<file path="src/hdl/scnbtn_pkg.sv">
`default_nettype none
// ----------------------------------------------------------------------------
// Scanned button debouncer package
// Shared constants, register indexes, word types and control structs.
// ----------------------------------------------------------------------------
package scnbtn_pkg;

    localparam int unsigned MAX_BUTTONS_DEF = 8;
    localparam int unsigned POS_W           = 3;
    localparam int unsigned COUNT_W         = 4;
    localparam int unsigned CNT_W           = 8;
    localparam int unsigned KEY_W           = 8;
    localparam int unsigned CFG_DATA_W      = 64;

    localparam logic [CNT_W-1:0]      CNT_MAX       = 8'd255;
    localparam logic [CNT_W-1:0]      THR_ZERO_EFF  = 8'd2;
    localparam logic [COUNT_W-1:0]    COUNT_RST     = 4'd8;
    localparam logic [CNT_W-1:0]      THR_RST       = 8'd2;
    localparam logic                  LEVEL_RST     = 1'b0;
    localparam logic [CFG_DATA_W-1:0] KEY_TABLE_RST = 64'd0;

    typedef enum logic [1:0] {
        CFG_BUTTON_COUNT = 2'd0,
        CFG_THRESHOLD    = 2'd1,
        CFG_ACTIVE_LEVEL = 2'd2,
        CFG_KEY_TABLE    = 2'd3
    } t_cfg_index;

    typedef enum logic {
        ACT_SCAN     = 1'b0,
        ACT_READ_KEY = 1'b1
    } t_action;

    typedef struct packed {
        t_action          action;
        logic             line_level;
        logic [POS_W-1:0] query_index;
    } t_in_word;

    typedef struct packed {
        logic             query_pressed;
        logic [KEY_W-1:0] key_code;
    } t_out_word;

    typedef struct packed {
        logic             pressed;
        logic [CNT_W-1:0] threshold;
    } t_lane_ctl;

endpackage
`default_nettype wire

</file>
<file path="src/hdl/scanned_button_debouncer.sv">
`default_nettype none
// ----------------------------------------------------------------------------
// Scanned button debouncer
// Debounces up to MAX_BUTTONS round-robin scanned buttons and latches keys.
// ----------------------------------------------------------------------------
// The block takes one word per clock while the output side is not stalled and
// returns exactly one result word per input word, in order. A word is held in
// the input register, the combinational lane update and key latch then run
// and load the output register, from which the result is presented. Sustained
// rate is one word per cycle when the output side is not stalled. The user
// must write configuration through the plain write port only while no word
// is in flight; the block itself does not enforce this.
module scanned_button_debouncer
    import scnbtn_pkg::*;
#(
    parameter int unsigned MAX_BUTTONS = MAX_BUTTONS_DEF
) (
    input  wire logic                  i_clk,
    input  wire logic                  i_rst_n,
    input  wire logic                  i_in_valid,
    output logic                       o_in_stall,
    input  wire t_in_word              i_in_word,
    output logic                       o_out_valid,
    input  wire logic                  i_out_stall,
    output t_out_word                  o_out_word,
    input  wire logic                  i_cfg_wr_en,
    input  wire t_cfg_index            i_cfg_index,
    input  wire logic [CFG_DATA_W-1:0] i_cfg_wr_data
);

    logic [COUNT_W-1:0]    r_num_buttons;
    logic [CNT_W-1:0]      r_threshold;
    logic                  r_press_level;
    logic [CFG_DATA_W-1:0] r_key_table;

    logic      r_in_valid;
    t_in_word  r_in_word;
    logic      r_out_valid;
    t_out_word r_out_word;
    logic      w_advance;
    logic      w_in_take;
    t_out_word w_result;

    always_ff @(posedge i_clk) begin
        if (!i_rst_n) begin
            r_num_buttons <= COUNT_RST;
            r_threshold   <= THR_RST;
            r_press_level <= LEVEL_RST;
            r_key_table   <= KEY_TABLE_RST;
        end else if (i_cfg_wr_en) begin
            unique case (i_cfg_index)
                CFG_BUTTON_COUNT: r_num_buttons <= i_cfg_wr_data[COUNT_W-1:0];
                CFG_THRESHOLD:    r_threshold   <= i_cfg_wr_data[CNT_W-1:0];
                CFG_ACTIVE_LEVEL: r_press_level <= i_cfg_wr_data[0];
                CFG_KEY_TABLE:    r_key_table   <= i_cfg_wr_data;
            endcase
        end
    end

    assign w_advance  = r_in_valid && (!r_out_valid || !i_out_stall);
    assign o_in_stall = r_in_valid && !w_advance;
    assign w_in_take  = i_in_valid && !o_in_stall;

    always_ff @(posedge i_clk) begin
        if (!i_rst_n) begin
            r_in_valid <= 1'b0;
        end else if (w_in_take) begin
            r_in_valid <= 1'b1;
        end else if (w_advance) begin
            r_in_valid <= 1'b0;
        end
    end

    always_ff @(posedge i_clk) begin
        if (w_in_take) begin
            r_in_word <= i_in_word;
        end
    end

    scnbtn_core #(
        .MAX_BUTTONS (MAX_BUTTONS)
    ) u_core (
        .i_clk         (i_clk),
        .i_rst_n       (i_rst_n),
        .i_en          (w_advance),
        .i_word        (r_in_word),
        .i_num_buttons (r_num_buttons),
        .i_threshold   (r_threshold),
        .i_press_level (r_press_level),
        .i_key_table   (r_key_table),
        .o_result      (w_result)
    );

    always_ff @(posedge i_clk) begin
        if (!i_rst_n) begin
            r_out_valid <= 1'b0;
        end else if (w_advance) begin
            r_out_valid <= 1'b1;
        end else if (!i_out_stall) begin
            r_out_valid <= 1'b0;
        end
    end

    always_ff @(posedge i_clk) begin
        if (w_advance) begin
            r_out_word <= w_result;
        end
    end

    assign o_out_valid = r_out_valid;
    assign o_out_word  = r_out_word;

    a_stall_needs_word: assert property (@(posedge i_clk) disable iff (!i_rst_n)
        !r_in_valid |-> !o_in_stall)
        else $error("input stall raised with no word held");

    a_scan_key_zero: assert property (@(posedge i_clk) disable iff (!i_rst_n)
        (w_advance && (r_in_word.action == ACT_SCAN)) |=> (o_out_word.key_code == '0))
        else $error("scan word produced a nonzero key code");

    a_out_from_advance: assert property (@(posedge i_clk) disable iff (!i_rst_n)
        $rose(o_out_valid) |-> $past(w_advance))
        else $error("result word appeared without an advance");

    a_hold_when_stalled: assert property (@(posedge i_clk) disable iff (!i_rst_n)
        (r_out_valid && i_out_stall) |-> !w_advance)
        else $error("output register overwritten while stalled");

endmodule
`default_nettype wire

</file>
<file path="src/hdl/scnbtn_lane.sv">
`default_nettype none
// ----------------------------------------------------------------------------
// Scanned button debouncer lane
// Stable state and saturating change counter of one button.
// ----------------------------------------------------------------------------
module scnbtn_lane
    import scnbtn_pkg::*;
(
    input  wire logic      i_clk,
    input  wire logic      i_rst_n,
    input  wire logic      i_en,
    input  wire t_lane_ctl i_ctl,
    output logic           o_stable,
    output logic           o_stable_next,
    output logic           o_rise
);

    logic             r_stable;
    logic             n_stable;
    logic [CNT_W-1:0] r_cnt;
    logic [CNT_W-1:0] n_cnt;
    logic [CNT_W-1:0] w_cnt_inc;

    assign w_cnt_inc = (r_cnt == CNT_MAX) ? CNT_MAX : r_cnt + CNT_W'(1);

    always_comb begin
        n_stable = r_stable;
        n_cnt    = r_cnt;
        o_rise   = 1'b0;
        if (i_en) begin
            if (i_ctl.pressed == r_stable) begin
                n_cnt = '0;
            end else begin
                n_cnt = w_cnt_inc;
                if (w_cnt_inc >= i_ctl.threshold) begin
                    n_stable = i_ctl.pressed;
                    n_cnt    = '0;
                    o_rise   = i_ctl.pressed;
                end
            end
        end
    end

    always_ff @(posedge i_clk) begin
        if (!i_rst_n) begin
            r_stable <= 1'b0;
            r_cnt    <= '0;
        end else begin
            r_stable <= n_stable;
            r_cnt    <= n_cnt;
        end
    end

    assign o_stable      = r_stable;
    assign o_stable_next = n_stable;

endmodule
`default_nettype wire

</file>
<file path="src/hdl/scnbtn_core.sv">
`default_nettype none
// ----------------------------------------------------------------------------
// Scanned button debouncer core
// Scan position, button lanes, key latch and query selection for one word.
// ----------------------------------------------------------------------------
module scnbtn_core
    import scnbtn_pkg::*;
#(
    parameter int unsigned MAX_BUTTONS = MAX_BUTTONS_DEF
) (
    input  wire logic                  i_clk,
    input  wire logic                  i_rst_n,
    input  wire logic                  i_en,
    input  wire t_in_word              i_word,
    input  wire logic [COUNT_W-1:0]    i_num_buttons,
    input  wire logic [CNT_W-1:0]      i_threshold,
    input  wire logic                  i_press_level,
    input  wire logic [CFG_DATA_W-1:0] i_key_table,
    output t_out_word                  o_result
);

    logic [POS_W-1:0]       r_pos;
    logic [POS_W-1:0]       n_pos;
    logic [KEY_W-1:0]       r_key;
    logic [KEY_W-1:0]       n_key;
    logic [COUNT_W-1:0]     w_count;
    logic [POS_W-1:0]       w_idx;
    logic [COUNT_W-1:0]     w_idx_inc;
    logic                   w_scan;
    t_lane_ctl              w_ctl;
    logic [MAX_BUTTONS-1:0] w_stable;
    logic [MAX_BUTTONS-1:0] w_stable_next;
    logic [MAX_BUTTONS-1:0] w_rise;
    logic                   w_query_state;

    always_comb begin
        if (i_num_buttons == '0) begin
            w_count = COUNT_W'(1);
        end else if (i_num_buttons > COUNT_W'(MAX_BUTTONS)) begin
            w_count = COUNT_W'(MAX_BUTTONS);
        end else begin
            w_count = i_num_buttons;
        end
    end

    assign w_scan    = i_en && (i_word.action == ACT_SCAN);
    assign w_idx     = ({1'b0, r_pos} >= w_count) ? '0 : r_pos;
    assign w_idx_inc = {1'b0, w_idx} + COUNT_W'(1);
    assign n_pos     = w_scan ? ((w_idx_inc >= w_count) ? '0 : w_idx_inc[POS_W-1:0]) : r_pos;

    assign w_ctl.pressed   = (i_word.line_level == i_press_level);
    assign w_ctl.threshold = (i_threshold == '0) ? THR_ZERO_EFF : i_threshold;

    for (genvar g = 0; g < MAX_BUTTONS; g++) begin : g_lane
        scnbtn_lane u_lane (
            .i_clk         (i_clk),
            .i_rst_n       (i_rst_n),
            .i_en          (w_scan && (w_idx == POS_W'(g))),
            .i_ctl         (w_ctl),
            .o_stable      (w_stable[g]),
            .o_stable_next (w_stable_next[g]),
            .o_rise        (w_rise[g])
        );
    end

    always_comb begin
        n_key = r_key;
        if (i_en) begin
            if (i_word.action == ACT_READ_KEY) begin
                n_key = '0;
            end else if (|w_rise) begin
                n_key = i_key_table[{w_idx, 3'b000} +: KEY_W];
            end
        end
    end

    always_comb begin
        w_query_state = 1'b0;
        for (int i = 0; i < MAX_BUTTONS; i++) begin
            if (i_word.query_index == POS_W'(i)) begin
                w_query_state = i_en ? w_stable_next[i] : w_stable[i];
            end
        end
    end

    assign o_result.query_pressed =
        ({1'b0, i_word.query_index} < w_count) ? w_query_state : 1'b0;
    assign o_result.key_code = (i_word.action == ACT_READ_KEY) ? r_key : '0;

    always_ff @(posedge i_clk) begin
        if (!i_rst_n) begin
            r_pos <= '0;
            r_key <= '0;
        end else begin
            r_pos <= n_pos;
            r_key <= n_key;
        end
    end

endmodule
`default_nettype wire

</file>
<file path="config.mk">
export PLATFORM = sky130hd
export DESIGN_NAME = scanned_button_debouncer
export DESIGN_NICKNAME = d
export VERILOG_FILES = /design/src/hdl/scnbtn_pkg.sv /design/src/hdl/scanned_button_debouncer.sv /design/src/hdl/scnbtn_lane.sv /design/src/hdl/scnbtn_core.sv
export SDC_FILE = /design/constraint.sdc
export NUM_CORES = 1
export LEC_CHECK = 0
export CAP_MARGIN = 10
export CORE_ASPECT_RATIO = 0.75
export CORE_MARGIN = 2
export CORE_UTILIZATION = 51
export DETAILED_ROUTE_END_ITERATION = 16
export DONT_BUFFER_PORTS = 1
export PLACE_DENSITY = 0.66
export SYNTH_ARGS = -nofsm -noshare
export SYNTH_HDL_FRONTEND = slang
export SYNTH_HIERARCHICAL = 1
export SYNTH_SLANG_ARGS = --single-unit
</file>
<file path="constraint.sdc">
create_clock -name i_clk -period 7.8 [get_ports i_clk]
set_input_delay 1.56 -clock i_clk [delete_from_list [all_inputs] [get_ports i_clk]]
set_output_delay 1.56 -clock i_clk [all_outputs]
set_load 0.02 [all_outputs]
</file>
* Yosys cells after proc, flatten, opt, wreduce, memory -nomap -nowiden
Cells that the tools add are included.
** Storage, ports and cells
- Flip-flop bits (word level) :: 176
- Bits in latches :: 0
- Bits in writable memories :: 0
- ROM bits :: 0
- Output and inout port bits :: 11
- Memories kept :: 0
** Cells by class
- Add/sub/neg operators :: 9
- Multipliers :: 0
- Div/mod/pow operators :: 0
- $lt $le $gt $ge :: 12
- Equality and inequality tests :: 35
- Shift operators :: 1
- Muxes and demuxes :: 91
- Bitwise gates (word level) :: 1
- Reduce and logical (&&, ||, !) cells :: 30
** Operators with widths (count)
- two-way mux 8 bit :: 27
- adder 8 x 1 -> 8 bit (second input constant) :: 8
- == test 8 bit (second input constant) :: 8
- greater-or-equal comparator 8 bit :: 8
- indexed part select 64 x 7 -> 8 bit :: 1
- two-way mux 1 bit :: 60
- == test 3 bit (second input constant) :: 8
- == test 3 x 2 -> 1 bit (second input constant) :: 4
- logical AND 1 bit :: 12
- AND reduction 2 bit :: 5
- == test 1 bit :: 9
- logical NOT 8 bit :: 1
- two-way mux 4 bit :: 2
- OR reduction 8 bit :: 1
- == test 3 x 1 -> 1 bit (second input constant) :: 2
- logical NOT 3 bit :: 2
- two-way mux 3 bit :: 2
- adder 3 x 1 -> 4 bit (second input constant) :: 1
- == test 2 bit (second input constant) :: 2
- greater-or-equal comparator 3 x 4 -> 1 bit :: 1
- greater-or-equal comparator 4 bit :: 1
- > comparator 4 bit (second input constant) :: 1
- logical NOT 1 bit :: 4
- logical NOT 4 bit :: 1
- 7 further kinds :: 8

* Longest topological paths before layout
- Depth after elaboration :: 16
- Mapped depth :: 19
- Mapped depth without buffers :: 18

* Hierarchy
The synthesis kept the hierarchy.
** By module, submodules not included
- scnbtn_lane :: instances 8, cells an instance 99, area an instance 819.5 µm², sequential area each 180.2 µm²
- scanned_button_debouncer :: instances 1, cells an instance 347, area an instance 3508.4 µm², sequential area each 2001.9 µm²
- scnbtn_core :: instances 1, cells an instance 177, area an instance 1576.5 µm², sequential area each 220.2 µm²

* Worst setup path before layout
Ideal clock, no wire load.
- Path kind :: input to register
- Start :: input port i_out_stall
- End :: register r_out_word, in the netlist o_out_word[8], data pin
- Arrival :: 4.637 ns
- Required time :: 7.546 ns
- Slack :: 2.909 ns
- Stages :: 10
- Buffers on the path :: 2
- Cells stage by stage :: a21boi_0 buf_6 nor2b_1 clkbuf_1 and3_1 o21ai_2 mux2_2 mux4_1 mux4_2 o21a_1
** On the way
- Elaborated cells on any way between the ends :: 28
- Classes of those cells :: mux (16); reduce/logical (12)
** RTL lines
- from (decl) :: RTL line scanned_button_debouncer.sv:24 : input wire logic i_out_stall,
- logical NOT 1 bit
- logical OR 1 bit :: RTL line scanned_button_debouncer.sv:60 : assign w_advance = r_in_valid && (!r_out_valid || !i_out_stall);
- logical AND 1 bit :: RTL line scanned_button_debouncer.sv:60
- logical AND 1 bit :: RTL line scnbtn_core.sv:46 : assign w_scan = i_en && (i_word.action == ACT_SCAN);
- logical AND 1 bit :: RTL line scnbtn_core.sv:58 : .i_en (w_scan && (w_idx == POS_W'(g))),
- two-way mux 1 bit :: RTL line scnbtn_lane.sv:30 : if (i_en) begin
- net u_core.w_stable_next[1] :: RTL line scnbtn_core.sv:32 : logic [MAX_BUTTONS-1:0] w_stable_next;
- two-way mux 1 bit (7 in a row) :: RTL line scnbtn_core.sv:80 : if (i_word.query_index == POS_W'(i)) begin
- to (signal assigned) :: RTL line scanned_button_debouncer.sv:106 : r_out_word <= w_result;
- to (decl) :: RTL line scanned_button_debouncer.sv:39 : t_out_word r_out_word;
The timed path passes the listed nets, and every way through them passes these cells.
A chain may end at the register's enable or synchronous reset.

* Worst setup path in the final report
- Start :: register u_core.r_pos[0]
- End :: register r_out_word, in the netlist o_out_word[8], data pin
** On the way
- Elaborated cells on any way between the ends :: 34
- Classes of those cells :: order compare (1); eq/ne (7); mux (17); reduce/logical (9)
** RTL lines
- from (decl) :: RTL line scnbtn_core.sv:22 : logic [POS_W-1:0] r_pos;
- from (signal assigned) :: RTL line scnbtn_core.sv:95 : r_pos <= n_pos;
- greater-or-equal comparator 3 x 4 -> 1 bit :: RTL line scnbtn_core.sv:47 : assign w_idx = ({1'b0, r_pos} >= w_count) ? '0 : r_pos;
- two-way mux 3 bit * :: RTL line scnbtn_core.sv:47
- == test 3 x 2 -> 1 bit * :: RTL line scnbtn_core.sv:58
- logical AND 1 bit * :: RTL line scnbtn_core.sv:58
- two-way mux 1 bit * :: RTL line scnbtn_lane.sv:30
- net u_core.w_stable_next[3] :: RTL line scnbtn_core.sv:32
- two-way mux 1 bit * (5 in a row) :: RTL line scnbtn_core.sv:80
The timed path passes the listed nets; every way through them passes the cells marked *.

==> results by group <==
Worst hold path
  – Type of the tightest min-delay check: flop to flop

Critical path
  – Req. time, crit path: 7.99 ns
  – Most Frequent Cell on Critical Path: sky130_fd_sc_hd__ha_1
  – Highest fanout seen on the critical path: 21
  – Critical path's largest stage delay: 0.96 ns
  – Buffers plus inverters on the worst setup path: 2
  – Ordered list of cells on the worst path: inv_1 > ha_1 > nand2b_4 > a211o_1 > nand2_1 > nand2_1 > inv_1 > ha_1 > ha_1 > and2_1 > o21ai_2 > mux2_2 > mux4_1 > mux4_2 > o21a_1
  – Path type of the worst setup path: flop to flop
  – Nature of the critical path startpoint: flop
  – Critical Path AT: 5.46 ns
  – Kind of cell adding the most delay to the critical path: multiplexers
  – Slowest stage cell, crit path: sky130_fd_sc_hd__dfxtp_1
  – Worst Setup End Kind: flop

STA
  – Final-layout worst hold slack: 0.453 ns
  – Final number of max-transition violations: 0
  – Worst-case headroom to the max-slew limit: 0.255
  – Fraction of the cycle the final worst path needs: 0.675
  – Final hold violation count: 0
  – Final setup violating endpoints: 0
  – Max frequency: 0.190 GHz
  – Setup Skew: 0.0115 ns
  – Final min period: 5.27 ns
  – Least-Margin Pin Slew: 1.12 ns
  – Unrepaired setup endpoints after global routing: false
  – Final setup TNS: 0 ns

Detailed routing
  – Routed len/inst: 17.1 um
  – DR vias: 9183
  – ANT nets after route: 0
  – Drt first-iter violations: 684
  – 1st-pass router iterations: 6
  – Post-DR vias/cell: 5.85
  – DR DRC count: 0
  – Post-detailed-routing wire length: 26900 um

Synth
  – Seq cells post-synth: 176
  – Post-synth EDFFs: 14
  – Total of warnings raised by yosys: 6
  – Net Count, Synth: 1479
  – Synthesized area: 11600 sq um
  – Leading register cell type out of synthesis: sky130_fd_sc_hd__dfxtp_1
  – Share of flip-flops with an asynchronous set or reset: 0
  – Count of cell types in the netlist: 67
  – Average instance area after synthesis: 8.85 sq um
  – Sequential area share after synthesis: 0.315
  – Number of standard cells after synthesis: 1316

Global routing
  – Initial antenna violation count: 0
  – Number of global-route vias before repair: 8378
  – Global-route wire length before repair: 43600 um
  – Total GRT Usage: 0.228
  – Aggregate global routing overflow: 0
  – Pin count of the biggest net entering global routing: 244

Flow run
  – Reported max-cap violation count: 0

CTS
  – Clock latency on the worst-skew pair: 0.43 ns
  – Number of post-CTS setup repair buffers: 0
  – Clk sinks: 176
  – Quantity of gates resized following cts: 0
  – Total clock buffers created by CTS: 17
  – H-tree Lvls: 4
  – Hold bufs inserted after CTS: 0
  – Cell chosen for the clock root: sky130_fd_sc_hd__clkbuf_16
  – Post-CTS clock slew at the launch and capture registers of the worst setup and hold paths: 0.07 ns
  – Max clock buf depth: 2
  – CTS tree: done

Die
  – Initial core utilization: 0.524
  – Area of the die: 24100 sq um
  – Die width: 178 um
  – Core region area: 22200 sq um
  – Placement Rows: 47
  – Number of ports placed on the die boundary: 87
  – DIE HEIGHT: 135 um

Power and ir drop
  – Worst VDD drop: 0.160 mV
  – Power density of the placed cells: 160 nW/um^2
  – Static power due to leakage: 0.00530 uW

Cells and area
  – Register cell area after layout: 3660 sq um
  – Share of final-layout standard cells stronger than drive strength 1: 0.108
  – Layout overhead on the synthesized area: 5.16%
  – Net total in the final layout: 1426
  – Antenna fix cells: 0
  – Area used by multi-input combinational logic: 7360 sq um
  – Number of inserted filler cells in the final layout: 2036

Status
  – Result of the run: completed

Place
  – IO buf count: 0
  – RePlAce Congestion: 0.890
  – HPWL after DPL: 18800 um
## synthesized netlist by cell type, drive strengths merged, types with 2 or more instances
| library cell | instances | area [sq um] |
|---|---|---|
| nand2 | 215 | 807 |
| dfxtp | 162 | 3240 |
| ha | 87 | 1090 |
| mux2i | 84 | 841 |
| inv | 65 | 244 |
| nor2 | 54 | 205 |
| a21oi | 48 | 252 |
| clkbuf | 47 | 176 |
| o21ai | 46 | 260 |
| and3 | 41 | 277 |
| and2 | 34 | 233 |
| nand3 | 34 | 210 |
| nor2b | 28 | 175 |
| a32o | 27 | 270 |
| buf | 27 | 214 |
| nor3 | 26 | 170 |
| a21o | 19 | 143 |
| o21a | 18 | 135 |
| xnor2 | 17 | 149 |
| a31oi | 16 | 100 |
| and3b | 16 | 140 |
| mux2 | 16 | 180 |
| nand4 | 16 | 100 |
| o31ai | 16 | 160 |
| edfxtp | 14 | 420 |
| mux4 | 12 | 285 |
| nand2b | 12 | 82.6 |
| nand3b | 10 | 75.1 |
| a2111oi | 9 | 135 |
| a221oi | 8 | 70.1 |
| a311oi | 8 | 70.1 |
| a31o | 8 | 70.1 |
| and4bb | 8 | 100 |
| nor3b | 8 | 60.1 |
| nor4b | 8 | 70.1 |
| o211a | 8 | 80.1 |
| or2b | 8 | 60.1 |
| or3 | 8 | 50.1 |
| xor2 | 8 | 70.1 |
| a211o | 4 | 35.0 |
| a211oi | 3 | 22.5 |
| a21boi | 3 | 26.3 |
| nor4 | 2 | 12.5 |
| o221ai | 2 | 17.5 |
## stage by stage
step / total power, uW / std cells / cell area [sq um] / utilization / worst slack, ns
after CTS: 1970 / 1570 / 12200 / 0.551 / 2.51
after detailed placement: 1100 / 1538 / 11600 / 0.524 / 2.56
after global placement: 1100 / 1538 / 11600 / 0.524 / 2.72
final: 1960 / 1570 / 12200 / 0.551 / 2.53
after floorplan: 1080 / 1316 / 11600 / - / 2.91
after global routing: 2030 / 1570 / 12200 / 0.551 / 2.18
## layout make-up
| type | count | share of cell area |
|---|---|---|
| Clock buffer | 20 | 0.0365 |
| Multi-Input combinational cell | 1001 | 0.601 |
| Tap cell | 294 | 0.0300 |
| Clock inverter | 12 | 0.0119 |
| Sequential cell | 176 | 0.299 |
| Timing Repair Buffer | 2 | 0.00123 |
| Inverter | 65 | 0.0199 |
## final timing paths
path,startpoint,endpoint,slack (ns),cells after the start
setup / recovery,u_core/r_pos[0],o_out_word[8],2.53,15
hold / removal,r_key_table[55],r_key_table[55],0.45,2
setup reg to reg,u_core/r_pos[0],o_out_word[8],2.53,15
hold reg to reg,r_key_table[55],r_key_table[55],0.45,2
## power by group
| group | total [uW] | internal [uW] | switching (uW) |
|---|---|---|---|
| combinational | 129 | 54.9 | 74.4 |
| sequential | 953 | 929 | 24.4 |
| clock | 872 | 489 | 383 |
## state kept, by name, indices dropped and copies added, names as in the netlist
name,flops
o_out_valid,1
o_out_word,9
r_in_valid,1
r_in_word,5
r_key_table,64
r_num_buttons,4
r_press_level,1
r_threshold,8
u_core/g_lane.u_lane/o_stable,8
u_core/g_lane.u_lane/r_cnt,64
u_core/r_key,8
u_core/r_pos,3
## cells in the final DEF, fill, tap and decap left out, drive strengths merged, types with 14 or more instances in the layout
cell	synthesis	final
a21o	19	19
a21oi	48	48
a31oi	16	16
a32o	27	27
and2	34	34
and3	41	41
and3b	16	16
clkbuf	47	20
dfxtp	162	162
edfxtp	14	14
ha	87	87
inv	65	72
mux2	16	16
mux2i	84	84
nand2	215	215
nand3	34	34
nand4	16	16
nor2	54	54
nor2b	28	28
nor3	26	26
o21a	18	18
o21ai	46	46
o31ai	16	16
xnor2	17	17
## metal layers
metal / vias to the layer above / GRT usage / part of all wire
met5: - / 0 / 0
met4: 0 / 0.0750 / 0.023
met3: 34 / 0.0383 / 0.044
li1: 4642 / - / -
met1: 4283 / 0.327 / 0.50
met2: 224 / 0.350 / 0.43
## cells by family after synthesis
logic type / share of synthesized area
AND/OR/NAND/NOR: 0.245
AO/OA/AOI/OAI: 0.161
flip-flops: 0.315
buffers and inverters: 0.0545
multiplexers: 0.112
adder cells (fa/ha/maj): 0.0935
XOR/XNOR: 0.0188
## worst min-delay path, delay by kind of cell (launching register included)
kind | cells | cell delay [ns]
muxes | 1 | 0.05
and+or+nand+nor | 1 | 0.05
DFF | 1 | 0.31
Note: power is estimated with default switching activity, not from simulation.
